File: src/pba_pkg.sv
package pba_pkg;

   localparam int MAX_BINS    = 64;
   localparam int SAMPLE_BITS = 24;
   localparam int PHASE_BITS  = 16;
   localparam int COUNT_BITS  = 24;
   localparam int SUM_BITS    = SAMPLE_BITS + COUNT_BITS;
   localparam int IDX_BITS    = $clog2(MAX_BINS);
   localparam int NB_BITS     = 7;
   localparam int PROD_BITS   = PHASE_BITS + NB_BITS;
   localparam int STEP_BITS   = $clog2(SAMPLE_BITS + 1);

   localparam logic [NB_BITS-1:0]    NUM_BINS_RESET = NB_BITS'(MAX_BINS);
   localparam logic [COUNT_BITS-1:0] COUNT_MAX      = '1;

   typedef enum logic {
      OP_ACCUM = 1'b0,
      OP_EMIT  = 1'b1
   } op_type;

   typedef enum logic [2:0] {
      ST_ACCUM,
      ST_READ,
      ST_LOAD,
      ST_DIVIDE,
      ST_PUT
   } state_type;

   // One bin of the store.
   typedef struct packed {
      logic signed [SUM_BITS-1:0] sum;
      logic [COUNT_BITS-1:0]      hits;
      logic                       overflow;
   } bin_entry_type;

   // Zero selects one bin, anything above the store depth selects all bins.
   function automatic logic [NB_BITS-1:0] bins_in_use(input logic [NB_BITS-1:0] nb);
      logic [NB_BITS-1:0] n;
      n = nb;
      if (nb == '0) begin
         n = NB_BITS'(1);
      end else if (nb > NB_BITS'(MAX_BINS)) begin
         n = NB_BITS'(MAX_BINS);
      end
      return n;
   endfunction

   // bin = phase * n >> PHASE_BITS; with n at most MAX_BINS it always fits.
   function automatic logic [IDX_BITS-1:0] phase_to_bin(input logic [PHASE_BITS-1:0] phase,
                                                        input logic [NB_BITS-1:0]    n);
      logic [PROD_BITS-1:0] prod;
      prod = PROD_BITS'(phase) * PROD_BITS'(n);
      return prod[PHASE_BITS +: IDX_BITS];
   endfunction

endpackage

File: src/pba_div.sv
module pba_div (
   input  logic                             clock,
   input  logic                             reset,
   input  logic                             start,
   input  logic [pba_pkg::SUM_BITS-1:0]     dividend,
   input  logic [pba_pkg::COUNT_BITS-1:0]   divisor,
   output logic                             busy,
   output logic [pba_pkg::SAMPLE_BITS-1:0]  quotient
);

   // Restoring division, one quotient bit per cycle. The quotient is known to
   // fit in SAMPLE_BITS, so the upper part of the dividend starts as the
   // partial remainder and only SAMPLE_BITS steps are needed.
   logic                               busy_ff;
   logic [pba_pkg::STEP_BITS-1:0]      step_ff;
   logic [pba_pkg::COUNT_BITS-1:0]     rem_ff;
   logic [pba_pkg::SAMPLE_BITS-1:0]    quo_ff;
   logic [pba_pkg::COUNT_BITS-1:0]     div_ff;
   logic [pba_pkg::COUNT_BITS:0]       trial;
   logic [pba_pkg::COUNT_BITS:0]       diff;
   logic                               ge;

   always_comb begin
      trial = {rem_ff, quo_ff[pba_pkg::SAMPLE_BITS-1]};
      diff  = trial - {1'b0, div_ff};
      ge    = trial >= {1'b0, div_ff};
   end

   always_ff @(posedge clock) begin
      if (reset) begin
         busy_ff <= 1'b0;
         step_ff <= '0;
      end else if (start) begin
         busy_ff <= 1'b1;
         step_ff <= '0;
      end else if (busy_ff) begin
         step_ff <= step_ff + 1'b1;
         if (step_ff == pba_pkg::STEP_BITS'(pba_pkg::SAMPLE_BITS - 1)) begin
            busy_ff <= 1'b0;
         end
      end
   end

   always_ff @(posedge clock) begin
      if (start) begin
         rem_ff <= dividend[pba_pkg::SUM_BITS-1:pba_pkg::SAMPLE_BITS];
         quo_ff <= dividend[pba_pkg::SAMPLE_BITS-1:0];
         div_ff <= divisor;
      end else if (busy_ff) begin
         rem_ff <= ge ? diff[pba_pkg::COUNT_BITS-1:0] : trial[pba_pkg::COUNT_BITS-1:0];
         quo_ff <= {quo_ff[pba_pkg::SAMPLE_BITS-2:0], ge};
      end
   end

   assign busy     = busy_ff;
   assign quotient = quo_ff;

endmodule

File: config.mk
export PLATFORM = sky130hd
export DESIGN_NAME = pba_div
export DESIGN_NICKNAME = d
export VERILOG_FILES = /design/src/pba_pkg.sv /design/src/pba_div.sv
export SDC_FILE = /design/constraint.sdc
export NUM_CORES = 1
export LEC_CHECK = 0
export ABC_AREA = 1
export BUFFER_PORTS_ARGS = -buffer_cell sky130_fd_sc_hd__clkbuf_2
export CORE_UTILIZATION = 52
export DETAILED_ROUTE_END_ITERATION = 16
export PLACE_DENSITY = 0.76
export SLEW_MARGIN = 20
export SYNTH_ARGS = -nofsm -noshare
export SYNTH_HDL_FRONTEND = slang
export SYNTH_SLANG_ARGS = --single-unit
File: constraint.sdc
create_clock -name clock -period 4.4 [get_ports clock]
set_input_delay 0.22 -clock clock [delete_from_list [all_inputs] [get_ports clock]]
set_output_delay 0.22 -clock clock [all_outputs]
set_load 0.02 [all_outputs]
==> run summary, run 1 <==
Outcome - complete, no violations
Most common cell after layout, fill and taps aside - nand2_1
Hold Path Class - in -> reg
Synth Net Count - 806
FF-to-FF End - rem_ff[12]
N_diodes - 0
Routed Antenna Nets - 0
Post-route clock skew - 0.0113 ns
Setup TNS - 0 ns
Dpl hpwl - 9280 um
Post-synth top area share - 0.409
H-tree level count - 3
Crit path largest cell delay - 0.46 ns
Number of global-route vias before repair - 4416
Layout cells sized above 1 - 0.162
Nets - 915
Buf/Inv on CP - 2
Post-CTS setup buffer count - 0
CP max-delay cell - fa_1
TritonCTS buffer count - 9
Chip Width - 103 um
Worst-Margin Slew - 0.772 ns
# fillers - 926
Yosys top cell by area - edfxtp_1
Port bufs - 99
Slew HR - 0.485
Setup crit start kind - flip-flop
Routed vias - 4691
Final Critical Period - 2.68 ns
Final hold violations - 0
First-pass GRT wire length - 20400 um
Vias per cell - 4.93
GPL Wtd Cong - 0.930
CP required - 4.54 ns
Max FO, Critical Path - 4
Total Die Area - 10600 um2
Netlist Area Pre-Place - 5280 um2
# clock sinks - 78
P&R area growth vs syn - 16.2%
Total track usage - 0.256
VDD IR max - 307 uV
RR Startpoint - quotient[23]
Kind of capture point of the worst setup path - flip-flop
Number of iterations in the first detailed-routing pass - 4
Top cell by count, worst path - nand2_1
Delay-heaviest family, CP - compound AO/OA/AOI/OAI gates
Crit-path cells - inv_1 -> ha_1 -> inv_1 -> fa_1 -> a21oi_1 -> o21ai_0 -> nand2_1 -> nand3b_1 -> nand2_1 -> nand2_1 -> nand3_1 -> nand2_1
Die height - 103 um
Leak Pwr - 0.00324 uW
Dpl cell area - 5850 um2
Final Cell Area - 6140 um2
Fin crit share - 0.610
CTS tree - built
CP Depth - 12
Routed wire per std cell - 13.4 um
Max-cap violations - 0
CORE AREA - 9820 um2
Setup crit end - rem_ff[12]
Initial antenna violation count - 0
Max Fclk - 372 MHz
Clock-pin slew on the worst setup and hold paths - 0.08 ns
RSZ-0062 raised after global routing - no
Row cnt - 36
Total grt overflow - 0
Post-route DRC violation count - 0
Sequential fraction of the synthesis area - 0.432
Area contributors post-synth - edfxtp_1 41%, nand2_1 22%, inv_1 7.7%
Drt total wl - 12800 um
Setup CP Type - reg -> reg
R2R cell count - 12
Initial core utilization - 0.538
Most frequent cells in the layout - 312 x nand2_1, 108 x inv_1, 99 x clkbuf_2, 72 x edfxtp_1, 43 x nand3_1
PD cells - 438 nW/um2
Largest net degree at the start of global routing - 74
Synth cell types - 36
I/O pin cnt - 100
CTS root buffer - clkbuf_8
Clock Path Buffers - 2
Cells after synthesis - 705
WP data arrival - 2.82 ns
DR iter-0 viols - 235
Worst R2R Setup Slack - 1.72 ns
Slew Limit Fails - 0
Clk_lat worst skew - 0.38 ns
Yosys reg bits - 78
Synth Warn # - 0
Synthesized area per cell - 7.49 um2
Setup violators final - 0
Crit path from - quotient[23]
## repair_timing
action / in CTS / in global routing
hold buffers: 9 / 1
gates resized for setup: 0 / 0
hold endpoints to repair: 9 / 1
setup endpoints to repair: 0 / 0
## synthesized netlist by cell type
cell type	number
buf_1	1
nand3b_2	1
o41ai_1	1
and2_1	2
dlygate4sd1_1	2
nor2_1	29
a31oi_1	1
xor2_1	1
nand2_2	3
ha_1	25
buf_6	7
or2_2	1
nand3_1	43
nor3_1	5
xnor2_1	8
nor2_4	1
clkbuf_1	5
o21bai_1	2
nand4_1	6
nor3b_1	1
nand2_1	313
o21a_1	1
nand3b_1	23
inv_2	1
edfxtp_1	72
nor4_1	1
or2_1	1
a21oi_1	22
fa_1	1
nor2_2	4
dfxtp_1	6
o21ai_0	2
buf_8	1
nand3_2	3
inv_1	108
nor3_4	1
## kinds of logic (layout without fill, tap and decap cells)
family / count (synthesis) / after routing / synth area share
AOI/OAI and AO/OA: 29 / 29 / 0.0299
xor gates and xnor gates: 9 / 9 / 0.0149
adders and majority gates: 26 / 26 / 0.0630
and+or+nand+nor: 438 / 438 / 0.357
DFF: 78 / 78 / 0.432
buffers and inverters: 125 / 239 / 0.103
## worst reg2reg max path: stages (launching register included)
cell and delay, ns:
edfxtp_1 0.39, inv_1 0.10, ha_1 0.16, inv_1 0.08, fa_1 0.46, a21oi_1 0.41
o21ai_0 0.30, nand2_1 0.16, nand3b_1 0.09, nand2_1 0.11, nand2_1 0.06, nand3_1 0.08
nand2_1 0.06
## per-layer routing
metal / global-route usage / routed length (um)
met1: 0.331 / 5900
met2: 0.419 / 5840
met3: 0.0759 / 832
met4: 0.0693 / 180
met5: 0 / 0
## state kept, by name (all words and copies together), names as in the netlist
| signal | count |
|---|---|
| div_ff | 24 |
| quotient | 24 |
| rem_ff | 24 |
| step_ff | 5 |
| busy | 1 |
## worst min path at each step
stage / startpoint / to / slack (ns) / depth (start not counted)
after floorplan: reset / busy / 0.29 / 1
after global placement: reset / busy / 0.39 / 2
after detailed placement: divisor[22] / div_ff[22] / 0.40 / 1
after CTS: divisor[23] / div_ff[23] / 0.002 / 1
after global routing: divisor[23] / div_ff[23] / 0.002 / 1
final: divisor[13] / div_ff[13] / 0.02 / 1
## area by class of cell
| cell class | count | area [um2] | area share |
|---|---|---|---|
| multi-input cells | 502 | 2460 | 0.401 |
| flip-flops and latches | 78 | 2280 | 0.372 |
| repair buffers | 114 | 633 | 0.103 |
| inverters | 109 | 409 | 0.0667 |
| well taps | 133 | 166 | 0.0271 |
| clock buffers | 11 | 131 | 0.0214 |
| clock inverters | 5 | 52.6 | 0.00856 |
## power breakdown
part | internal [uW] | switching, uW | total [uW]
Combinational | 420 | 734 | 1150
Clock | 260 | 278 | 538
Sequential | 944 | 51.2 | 995
## per-stage QoR
stage	util	hold WS (ns)	setup WS, ns	std cells	power (uW)
6_report	0.625	0.0163	1.72	952	2690
5_1_grt	0.625	0.00181	1.61	952	2900
4_1_cts	0.624	0.00194	1.78	951	2700
3_5_place_dp	0.596	0.399	1.79	926	2150
3_3_place_gp	0.596	0.391	1.87	926	2130
2_1_floorplan	-	0.289	2.18	705	1880
No activity file was read; power rests on OpenSTA's default activity.
==> run 2, diff against run 1 <==
==> constraint.sdc (replaced) <==
create_clock -name clock -period 2.6 [get_ports clock]
set_input_delay 0.13 -clock clock [delete_from_list [all_inputs] [get_ports clock]]
set_output_delay 0.13 -clock clock [all_outputs]
set_load 0.02 [all_outputs]
==> run 2 against run 1 <==
Register-to-register slack worse by 1.5 ns; clock-buffer cell count down 1; clock power grew 88%; clock skew fell by 0.0034 ns; largest cell class unchanged; maximum frequency increased by 14%; sequential power up 70%; critical endpoint is now rem_ff[1]; cell area up 3.8%; routed wire length is 4.2% higher; highest routed layer unchanged; global-route usage up 1.7 points.
==> run summary, run 2 (synthesis gave the netlist of run 1 again) <==
Setup TNS - 0 ns
Routed vias - 4834
Die height - 103 um
Fin util - 0.649
CTS root buffer - clkbuf_8
CP max-delay cell - ha_1
Dpl hpwl - 9670 um
RR Startpoint - rem_ff[11]
CTS tree - built
Hold Crit Start - dividend[9]
Kind of capture point of the worst setup path - flip-flop
Pwr Total - 4750 uW
Row cnt - 36
Max-cap violations - 0
Initial antenna violation count - 0
Setup violators final - 0
VDD IR max - 349 uV
Fin Hold WS - 0.0392 ns
Slew HR - 0.483
Chip Width - 103 um
TritonCTS buffer count - 9
Nets - 933
PD cells - 745 nW/um2
# fillers - 951
Final Critical Period - 2.36 ns
H-tree level count - 3
Clk_lat worst skew - 0.36 ns
Hold Path Class - in -> reg
Delay-heaviest family, CP - simple AND/OR/NAND/NOR gates
Crit path from - rem_ff[11]
Crit-path cells - ha_1 -> nand2_2 -> nor2_2 -> inv_2 -> nor3_4 -> nand3b_2 -> nand2_2 -> buf_4 -> nand2_1 -> nand3_1 -> nand2_1
WP data arrival - 2.47 ns
Slew Limit Fails - 0
First-pass GRT wire length - 21800 um
Total track usage - 0.273
N_diodes - 0
Worst-Margin Slew - 0.775 ns
Post-route clock skew - 0.00790 ns
Wl on met1 - 5990 um
Max FO, Critical Path - 9
CP required - 2.71 ns
Largest net degree at the start of global routing - 74
Max Fclk - 424 MHz
Crit path largest cell delay - 0.42 ns
Final hold violations - 0
FF-to-FF End - rem_ff[1]
Setup crit start kind - flip-flop
Post-route DRC violation count - 0
Leak Pwr - 0.00334 uW
DR iter-0 viols - 285
Total Die Area - 10600 um2
P&R area growth vs syn - 20.6%
DR top layer - met4
Most frequent cells in the layout - 312 x nand2_1, 108 x inv_1, 99 x clkbuf_2, 72 x edfxtp_1, 42 x nand3_1
Vias per cell - 4.98
RSZ-0062 raised after global routing - no
R2R cell count - 11
Routed Antenna Nets - 0
Setup CP Type - reg -> reg
GPL Wtd Cong - 0.948
Met2 Wirelength - 6040 um
Port bufs - 99
Most common cell after layout, fill and taps aside - nand2_1
Worst R2R Setup Slack - 0.24 ns
Buf/Inv on CP - 2
Fin crit share - 0.908
Hold Path Sink - quotient[9]
Outcome - complete, no violations
Number of global-route vias before repair - 4595
Layout cells sized above 1 - 0.166
Clock-pin slew on the worst setup and hold paths - 0.08 ns
Total grt overflow - 0
Clock Path Buffers - 2
CORE AREA - 9820 um2
Initial core utilization - 0.538
Hold path cells - 3
Drt total wl - 13300 um
# clock sinks - 78
Number of iterations in the first detailed-routing pass - 5
Routed wire per std cell - 13.7 um
Routed met3 length - 1070 um
I/O pin cnt - 100
==> run 2: changes by cell type in the layout (fill, tap and decap cells not counted), sizes merged <==
cell,previous run,this run
bufinv,1,2
clkbuf,110,109
dlygate4sd3,10,25
buf,5,8
==> run 2: area by class of cell <==
class,instances,area [um2],share of cell area
multi-input combinational,502,2470,0.387
sequential,78,2280,0.358
timing repair buffer,132,831,0.130
inverter,109,409,0.0642
tap,133,166,0.0261
clock buffer,10,128,0.0200
clock inverter,6,86.3,0.0136
==> run 2: repair_timing <==
| item | 4_1_cts | 5_1_grt |
|---|---|---|
| endpoints found under the setup margin | 0 | 4 |
| setup buffers | 0 | 0 |
| hold buffers | 25 | 0 |
| hold endpoints to repair | 25 | 0 |
| resized for setup | 0 | 3 |
==> run 2: how the worst max path moves through the flow <==
stage,endpoint,cells after the start
after floorplan,rem_ff[12],12
after global placement,rem_ff[12],12
after detailed placement,rem_ff[12],12
after CTS,rem_ff[12],12
after global routing,rem_ff[18],11
final,rem_ff[1],11
==> run 2: metal layers <==
layer  GRT usage  vias up
met5           0        -
met4      0.0813        0
met3      0.0637       15
met2       0.448      166
met1       0.360     2168
li1            -     2485
==> run 2: metrics by stage <==
step / worst slack (ns) / instances / cell area (um2)
finish: 0.240 / 970 / 6370
global route: 0.0232 / 970 / 6370
CTS: 0.0301 / 970 / 6360
detailed placement: 0.0539 / 929 / 5900
global placement: 0.0569 / 929 / 5900
floorplan: 0.382 / 705 / 5280
==> run 2: report_power, final <==
group          internal, uW  switching [uW]
combinational           762            1290
sequential             1600            91.0
clock                   540             469
==> run 2: worst reg2reg max path, delay by kind of cell (launching register included) <==
kind,cells,cell delay [ns]
AND/OR/NAND/NOR,8,1.00
adder cells (fa/ha/maj),1,0.42
flip-flops,1,0.41
buffers and inverters,2,0.28
==> run 3, diff against run 2 <==
==> constraint.sdc (replaced) <==
create_clock -name clock -period 2.3 [get_ports clock]
set_input_delay 0.115 -clock clock [delete_from_list [all_inputs] [get_ports clock]]
set_output_delay 0.115 -clock clock [all_outputs]
set_load 0.02 [all_outputs]
==> run 3 against run 2 <==
Critical path depth up 1; clock-buffer cell count is 2 higher; clock power up 4%; flip-flop and latch count did not move; routed wire length increased by 15%; critical path type unchanged; largest power group unchanged.
==> run summary, run 3 (synthesis gave the netlist of run 1 again) <==
Chip Width - 103 um
Nets - 982
Kind of capture point of the worst setup path - flip-flop
Total track usage - 0.296
Post-route DRC violation count - 0
Routed Antenna Nets - 0
Number of global-route vias before repair - 4825
Max Fclk - 453 MHz
Clk_lat worst skew - 0.38 ns
Hold Path Sink - rem_ff[1]
PD cells - 815 nW/um2
Routed vias - 5130
Number of iterations in the first detailed-routing pass - 5
CTS tree - built
Internal power - 3470 uW
Clock Path Buffers - 2
Post-Layout Cell Count - 1019
R2R cell count - 12
Setup violators final - 0
Pwr Total - 5760 uW
Port bufs - 99
TritonCTS buffer count - 9
# clock sinks - 78
Max FO, Critical Path - 7
Drt total wl - 15300 um
DR iter-0 viols - 247
Worst R2R Setup Slack - 0.09 ns
First-pass GRT wire length - 23000 um
CORE AREA - 9820 um2
Leak Pwr - 0.00357 uW
N_diodes - 0
I/O pin cnt - 100
Setup CP Type - reg -> reg
Initial antenna violation count - 0
GPL Wtd Cong - 0.907
WP data arrival - 2.34 ns
CP required - 2.43 ns
Fin crit share - 0.959
Switching fraction of total power - 0.398
Worst-Margin Slew - 0.812 ns
Clock share of power - 0.182
Slew HR - 0.458
Row cnt - 36
Most common cell after layout, fill and taps aside - nand2_1
FF-to-FF End - rem_ff[6]
Reg power frac - 0.340
Hold Path Class - in -> reg
Total grt overflow - 0
Largest net degree at the start of global routing - 74
Post-route clock skew - 0.0183 ns
Fin util - 0.720
Hold path cells - 3
VDD IR max - 558 uV
Hold Crit Start - dividend[25]
Inst Count DP - 950
CTS root buffer - clkbuf_8
Slew Limit Fails - 0
Vias per cell - 5.03
# fillers - 778
P&R area growth vs syn - 33.8%
Setup crit start kind - flip-flop
Dpl hpwl - 10500 um
Die height - 103 um
RR Startpoint - rem_ff[19]
Combinational share of power - 0.478
Most frequent cells in the layout - 305 x nand2_1, 107 x inv_1, 99 x clkbuf_2, 72 x edfxtp_1, 49 x dlygate4sd3_1
Routed wire per std cell - 15.0 um
H-tree level count - 3
Layout cells sized above 1 - 0.226
Max-cap violations - 0
Final Critical Period - 2.21 ns
Clock-pin slew on the worst setup and hold paths - 0.09 ns
Sw power - 2290 uW
Final hold violations - 0
Initial core utilization - 0.538
Total Die Area - 10600 um2
Outcome - complete, no violations
run 3: cell types whose count changed in the layout (fill, tap and decap cells not counted), moves of 4 or more:
cell | before | now
ha_4 | 0 | 18
ha_1 | 25 | 7
nand2_2 | 4 | 9
nand2_1 | 312 | 305
buf_4 | 6 | 30
nor2_1 | 29 | 25
dlygate4sd3_1 | 25 | 49
run 3: worst max path at each step:
| stage | startpoint | endpoint | slack [ns] | depth (start not counted) |
|---|---|---|---|---|
| after floorplan | quotient[23] | rem_ff[12] | 0.08 | 12 |
| after global placement | rem_ff[16] | rem_ff[14] | -0.03 | 10 |
| after detailed placement | quotient[23] | rem_ff[16] | -0.10 | 12 |
| after CTS | rem_ff[19] | rem_ff[17] | 0.008 | 13 |
| after global routing | rem_ff[18] | rem_ff[13] | -0.02 | 13 |
| final | rem_ff[19] | rem_ff[6] | 0.09 | 12 |
run 3: timing repair:
item | CTS | global route
buffers inserted | 0 | 3
pin swaps | 0 | 3
gates resized for setup | 6 | 46
setup endpoints to repair | 23 | 25
cloned | 0 | 1
hold endpoints to repair | 49 | 0
hold buffers | 49 | 0
run 3: worst max-delay path, stage by stage, from the launching register on:
cell	delay, ns
edfxtp_1	0.44
ha_4	0.29
nand2_2	0.11
inv_1	0.05
nand2_1	0.07
nand3_1	0.09
nand2_1	0.09
nand3_2	0.10
nor2_4	0.20
clkbuf_4	0.25
nand3b_1	0.10
nand3_1	0.10
nand2_1	0.06
run 3: final cells by class:
class                   count  area [um2]  share of cell area
clock buffers              12         166              0.0235
well taps                 133         166              0.0235
repair buffers            181        1240               0.176
inverters                 109         409              0.0579
multi-input cells         502        2780               0.393
flip-flops and latches     78        2280               0.323
clock inverters             4        26.3             0.00372
run 3: power by group through the flow:
stage | registers [uW] | logic, uW | clock network (uW)
after floorplan | 1970 | 1630 | 0
after global placement | 1930 | 2330 | 0
after detailed placement | 1940 | 2350 | 0
after CTS | 1910 | 2450 | 1060
after global routing | 1980 | 3050 | 1120
final | 1960 | 2750 | 1050
run 3: stage by stage:
stage / setup TNS [ns] / hold slack (ns) / instance area, um2 / setup WS [ns]
2_1_floorplan: 0 / 0.184 / 5280 / 0.0820
3_3_place_gp: -0.120 / 0.285 / 6030 / -0.0274
3_5_place_dp: -0.937 / 0.290 / 6030 / -0.101
4_1_cts: 0 / 0.000362 / 6740 / 0.00774
5_1_grt: -0.0694 / 0.00615 / 7070 / -0.0230
6_report: 0 / 0.0127 / 7070 / 0.0937
run 3: routing by layer:
metal / track usage / wire length, um
met2: 0.490 / 7110
met4: 0.0921 / 419
met1: 0.381 / 6690
met5: 0 / 0
met3: 0.0753 / 1050
